File: src/hdl/cbpq_pkg.sv
`timescale 1ns / 1ps
`default_nettype none

package cbpq_pkg;

   // Queue geometry.
   localparam int WINDOW       = 7;
   localparam int BUCKET_DEPTH = 256;
   localparam int NUM_BUCKETS  = WINDOW + 1;

   // Field widths.
   localparam int COST_W   = 16;
   localparam int ROW_W    = 32;
   localparam int BYTE_W   = 8;
   localparam int STATUS_W = 3;
   localparam int ENTRY_W  = ROW_W + 3 * BYTE_W;

   // Derived widths.
   localparam int CUR_W    = COST_W + 1;
   localparam int BUCKET_W = (NUM_BUCKETS > 1) ? $clog2(NUM_BUCKETS) : 1;
   localparam int IDX_W    = $clog2(BUCKET_DEPTH + 1);
   localparam int OFS_W    = (BUCKET_DEPTH > 1) ? $clog2(BUCKET_DEPTH) : 1;
   localparam int ADDR_W   = $clog2(NUM_BUCKETS * BUCKET_DEPTH);

   // Request operations.
   localparam logic CMD_INSERT = 1'b0;
   localparam logic CMD_GRAB   = 1'b1;

   // Response status codes.
   localparam logic [STATUS_W-1:0] RSP_INSERTED = 3'd0;
   localparam logic [STATUS_W-1:0] RSP_RETURNED = 3'd1;
   localparam logic [STATUS_W-1:0] RSP_NO_WORK  = 3'd2;
   localparam logic [STATUS_W-1:0] RSP_OUTSIDE  = 3'd3;
   localparam logic [STATUS_W-1:0] RSP_FULL     = 3'd4;

   typedef enum logic [0:0] {
      ST_IDLE,
      ST_EXEC
   } state_type;

   // Commands from the controller to the datapath.
   typedef struct packed {
      logic latch;      // capture the accepted request
      logic insert_go;  // commit an insert and load the response
      logic grab_go;    // finish a grab and load the response
      logic advance;    // step the current cost past an empty bucket
   } dp_cmd_type;

   // Status from the datapath to the controller.
   typedef struct packed {
      logic is_grab;
      logic scan_exhausted;
      logic scan_hit;
   } dp_stat_type;

endpackage

`default_nettype wire

File: src/hdl/cbpq_ctrl.sv
`timescale 1ns / 1ps
`default_nettype none

module cbpq_ctrl (
   input  wire logic                clock,
   input  wire logic                reset,
   input  wire logic                req_valid,
   output logic                     req_ready,
   output logic                     rsp_valid,
   input  wire logic                rsp_ready,
   input  wire cbpq_pkg::dp_stat_type stat,
   output cbpq_pkg::dp_cmd_type     cmd
);
   import cbpq_pkg::*;

   state_type state_ff, state_in;
   logic      rsp_valid_ff, rsp_valid_in;
   logic      out_free;
   logic      finish;

   assign out_free  = !rsp_valid_ff || rsp_ready;
   assign rsp_valid = rsp_valid_ff;

   always_ff @(posedge clock) begin
      if (reset) begin
         state_ff     <= ST_IDLE;
         rsp_valid_ff <= 1'b0;
      end else begin
         state_ff     <= state_in;
         rsp_valid_ff <= rsp_valid_in;
      end
   end

   always_comb begin
      state_in  = state_ff;
      req_ready = 1'b0;
      cmd       = '0;
      finish    = 1'b0;
      case (state_ff)
         ST_IDLE: begin
            req_ready = 1'b1;
            if (req_valid) begin
               cmd.latch = 1'b1;
               state_in  = ST_EXEC;
            end
         end
         ST_EXEC: begin
            if (!stat.is_grab) begin
               if (out_free) begin
                  cmd.insert_go = 1'b1;
                  finish        = 1'b1;
               end
            end else if (stat.scan_exhausted || stat.scan_hit) begin
               if (out_free) begin
                  cmd.grab_go = 1'b1;
                  finish      = 1'b1;
               end
            end else begin
               cmd.advance = 1'b1;
            end
            if (finish) begin
               state_in = ST_IDLE;
            end
         end
         default: begin
            state_in = ST_IDLE;
         end
      endcase
      if (finish) begin
         rsp_valid_in = 1'b1;
      end else if (rsp_ready) begin
         rsp_valid_in = 1'b0;
      end else begin
         rsp_valid_in = rsp_valid_ff;
      end
   end

endmodule

`default_nettype wire

File: config.mk
export PLATFORM = sky130hd
export DESIGN_NAME = cbpq_ctrl
export DESIGN_NICKNAME = d
export VERILOG_FILES = /design/src/hdl/cbpq_pkg.sv /design/src/hdl/cbpq_ctrl.sv
export SDC_FILE = /design/constraint.sdc
export NUM_CORES = 1
export LEC_CHECK = 0
export BUFFER_PORTS_ARGS = -buffer_cell sky130_fd_sc_hd__buf_2
export CORE_AREA = 3 3 40 42
export CTS_BUF_LIST = sky130_fd_sc_hd__clkbuf_8
export CTS_CLUSTER_SIZE = 16
export DETAILED_ROUTE_END_ITERATION = 12
export DIE_AREA = 0 0 43 45
export SYNTH_ARGS = -nofsm -noshare
export SYNTH_HDL_FRONTEND = slang
export SYNTH_SLANG_ARGS = --single-unit
File: constraint.sdc
create_clock -name clock -period 1.2 [get_ports clock]
set_input_delay 0.24 -clock clock [delete_from_list [all_inputs] [get_ports clock]]
set_output_delay 0.24 -clock clock [all_outputs]
set_load 0.1 [all_outputs]
== Yosys cells after proc, flatten, opt, wreduce, memory -nomap -nowiden ==
Cells that the tools add are included.
Cells by class
  multiplexer cells: 16
  bitwise gates (word level): 1
  reductions and logical operators: 4
Operator list (number)
  $mux W1: 13
  $mux W3: 1
  $logic_or A1 B1 Y1: 2
  $mux W2: 1
  $pmux W1 S2: 1
  $reduce_bool A2 Y1: 1
  $logic_not A1 Y1: 1
  $not A1 Y1: 1
Word-level totals
  flip-flop bits (word level): 2
  input port bits: 7
  output and inout bits: 6
  word-level logic and storage cells: 23

== Logic depth before layout (Yosys ltp) ==
  depth after elaboration: 8
  depth in mapped cells: 2
  gate-level depth less buffers: 2

== Worst setup path before layout ==
Ideal clock, no wire load.
  path kind: register to output
  from: register rsp_valid_ff (netlist: rsp_valid)
  to: output cmd[1] (netlist bit)
  arrival time: 3.007 ns
  required time: 0.960 ns
  setup slack: -2.047 ns
  cell stages (with the launch flop): 3
  buffers on the path: 0
  cell sequence: dfxtp_1 nor2b_1 nor3_1
RTL lines
  start: declaration: RTL line cbpq_ctrl.sv:17  | logic rsp_valid_ff, rsp_valid_in;
  start signal: assignment: RTL line cbpq_ctrl.sv:30  | rsp_valid_ff <= rsp_valid_in;
  end: declaration: RTL line cbpq_ctrl.sv:12  | output cbpq_pkg::dp_cmd_type cmd

==> key figures <==
Critical path
  – Standard cell with the maximum stage delay on the critical path: dfxtp_4
  – Worst r2r dst: state_ff
  – End point of the critical path: cmd[1]
  – Biggest cell delay along the critical path: 340 ps
  – Critical path launch point: rsp_valid
  – Crit Path Category: register to output pin
  – Reg2Reg Depth: 2
  – Kind of cell with the highest combined delay on the critical path: flip-flops
  – Critical path cell sequence: nor2b_4, nor3_4, buf_12
  – Crit Reg-Reg Startpoint: rsp_valid
  – Arrival time at the worst endpoint: 1050 ps
  – Count of cell instances traversed by the critical path: 3
  – Nature of the critical path endpoint: output pin
  – Required time reported for the critical path endpoint: between 900 and 1000 ps
  – Element type at the critical path start: register
  – R2r setup slk: 330 ps
  – Maximum fanout along the worst path: 3
  – Sum of buffers and inverters on the critical path: 1

Power
  – Seq pwr share: around 14%
  – Total net switching power: ~0.00019 W
  – Clk pwr share: 48.3%
  – Switching part of the total: 34.1%
  – Logic pwr share: 37.4%
  – Leakage Power: 0.175 nW
  – Internal power of the cells: 0.000371 W
  – Pwr per Cell Area: 1360 mW/mm²
  – Peak supply drop: approximately 0.5 mV

Logic synthesis
  – Number of different library cells in the post-synthesis netlist: 12
  – Cell type contributing the most total cell area after synthesis: dfxtp_1
  – Synthesized Nets: 21
  – Area fraction in and, or, nand and nor cells after synthesis: around two fifths
  – Cell area after synthesis: around 130 µm²
  – Warnings, synthesis: 0
  – Post-synthesis mux area share: 0%
  – Leading cell types by total area after synthesis: dfxtp_1 31%, nor3b_2 9.7%, nor3_1 7.8%, o21ba_2 7.8%, and2b_2 6.8%
  – Number of flip-flops and latches in the synthesized netlist: 2
  – Compound-cell area share of the yosys netlist: 24.3%
  – Main combinational cell family by area after synthesis: simple AND/OR/NAND/NOR gates
  – Sequential cell area fraction in the yosys report: 31.1%
  – Count of mapped cells out of synthesis: 14
  – Synthesized-area fraction occupied by adder cells: 0%
  – Xor and xnor fraction of the mapped netlist area: 0%
  – Avg Cell Area, Syn: 9.21 µm²
  – Yosys top cell area share: a little under a third

Route
  – Detail-routed via count per cell: 3.56
  – DRC Markers: 0
  – Remaining number of nets flagged by the antenna check after routing: 0
  – Number of DRC markers after the initial detailed-route iteration: 3
  – Routed wire length per instance: 9.17 µm
  – Vias: 171
  – Final wirelength: 440 µm
  – Detailed-router iteration count before antenna repair: 3

Floorplanning
  – Floorplan die area: between 0.0015 and 0.002 mm²
  – Vertical die dimension: 45 µm
  – Initial Util: 10.0%
  – Die Width: 43 µm
  – Top-Level Pins: 13
  – Site row count: 13
  – Standard cell core area: ~0.0013 mm²

Timing
  – Highest achievable clock rate: a little under 0.8 GHz
  – Final Worst Setup Slack: -85.1 ps
  – Period minus WS final: 1290 ps
  – Clock Skews: 4.54 ps
  – Slew at the pin closest to its max-slew limit: 181 ps
  – Portion of the clock cycle consumed by the worst path in the final layout: 107%
  – Finish-stage setup viols: 3
  – Number of hold violations in the final report: 0
  – Final number of max-transition violations: 0
  – Unrepaired setup endpoints after global routing: true
  – Relative slew slack: 87.8%

Job
  – MaxCap Viol Count: 0

Global route
  – Global-route congestion overflow total: 0
  – Wire length of the first global-routing pass: 724 µm
  – Maximum number of pins on one net before global-route repair: 6
  – Vias in the first global route: 173
  – GR Util All Layers: 5.65%
  – Initial antenna violation count: 0

Clocking
  – Clock root buffer: clkbuf_8
  – Worst-Skew Late Latency: 210 ps
  – Cts hold-fix bufs: 0
  – Number of clock buffers inserted by TritonCTS: 3
  – Deepest clock path buffer count: 2
  – Number of sinks handled by clock tree synthesis: 2
  – Post-CTS setup repair buffer count: 0
  – CTS HTree Levels: 1
  – Clock-pin transition on the worst setup and hold timing paths: around 30 ps
  – Clock tree from TritonCTS: done

Finish
  – Final net count: 41
  – Ratio of cells with drive above 1 in the final layout: 84.8%
  – Area Growth Syn to Fin: 222%
  – Sequential cell area: 47.5 µm²
  – Final core utilization: 32.3%
  – Count of placed standard cells in the final layout, fillers left out: 48
  – Antenna cells: 0
  – Fill cell count: 129
  – Area taken by multi-input logic gates: roughly 120 µm²
  – Layout Cell Area excl Fill: approximately 420 µm²

Placed design
  – Port Buffer Count: 12
  – Cell area reported after detailed placement: 360 µm²
  – HPWL after DPL: around 380 µm
  – DP Cell Count: between 40 and 50
  – Placer congestion estimate: ~0.79

Worst hold path
  – Tightest Hold Check Type: input pin to register

Run status
  – Outcome: finished with violations
  – Violations in the final reports: negative setup slack
==> Yosys cell counts <==
library cell  instances
nor3_1                2
o21ba_2               1
o31ai_1               1
o21ai_0               1
or3b_1                1
nor3b_2               1
nor2b_1               1
dfxtp_1               2
o31a_1                1
and2_2                1
inv_2                 1
and2b_2               1
==> logic make-up after synthesis <==
family          count (synthesis)
compound gates                  4
buf+inv                         1
simple gates                    7
flops                           2
==> cell type report <==
cell class              instances  area share [%]
flip-flops and latches          2            11.4
well taps                      15            4.52
clock inverters                 1           0.904
inverters                       1            2.11
clock buffers                   3            9.94
multi-input cells              11            29.5
repair buffers                 15            41.6
==> routing by layer <==
layer	track usage [%]	routed length (µm)
met5	0	0
met4	7.23	0
met3	3.19	66
met2	5.99	147
met1	6.71	226
==> worst min-delay path by stage <==
stage | startpoint | cells after the start | end
floorplan | reset | 1 | rsp_valid
global placement | reset | 2 | rsp_valid
detailed placement | reset | 2 | rsp_valid
CTS | reset | 2 | rsp_valid
global route | reset | 2 | rsp_valid
finish | reset | 2 | rsp_valid
==> layout by cell type, fill, tap and decap left out <==
master,netlist,layout
and2_4,0,1
and2b_2,1,1
buf_12,0,6
buf_2,0,6
buf_4,0,3
clkbuf_8,0,3
dfxtp_4,0,2
inv_1,0,1
inv_6,0,1
nor2b_4,0,1
nor3_4,0,2
nor3b_4,0,1
o21ai_0,1,1
o21ba_2,1,1
o31a_1,1,1
o31ai_1,1,1
or3b_1,1,1
==> state kept, by name, indices dropped and copies added (netlist names) <==
| name | count |
|---|---|
| rsp_valid | 1 |
| state_ff | 1 |
==> per-stage QoR <==
step,power (W),worst slack (ps),hold slack (ps),TNS (ps)
3_5_place_dp,0.000290,-11.5,462,-11.5
3_3_place_gp,0.000290,15.9,449,0
5_1_grt,0.000591,-118,254,-266
6_report,0.000563,-85.1,238,-179
4_1_cts,0.000573,-101,233,-216
2_1_floorplan,0.000206,-394,333,-788
==> power groups by stage <==
| stage | registers [W] | clock network, W | logic [W] |
|---|---|---|---|
| 6_report | 0.0000805 | 0.000272 | 0.000211 |
| 5_1_grt | 0.0000810 | 0.000291 | 0.000219 |
| 4_1_cts | 0.0000803 | 0.000284 | 0.000209 |
| 3_5_place_dp | 0.0000818 | 0 | 0.000208 |
| 3_3_place_gp | 0.0000817 | 0 | 0.000208 |
| 2_1_floorplan | 0.0000983 | 0 | 0.000108 |
==> repair_timing <==
action	CTS	global route
gates cloned	0	0
pin swaps	0	1
setup endpoints to repair	3	4
resized for setup	1	2
Note: power is estimated with default switching activity, not from simulation.
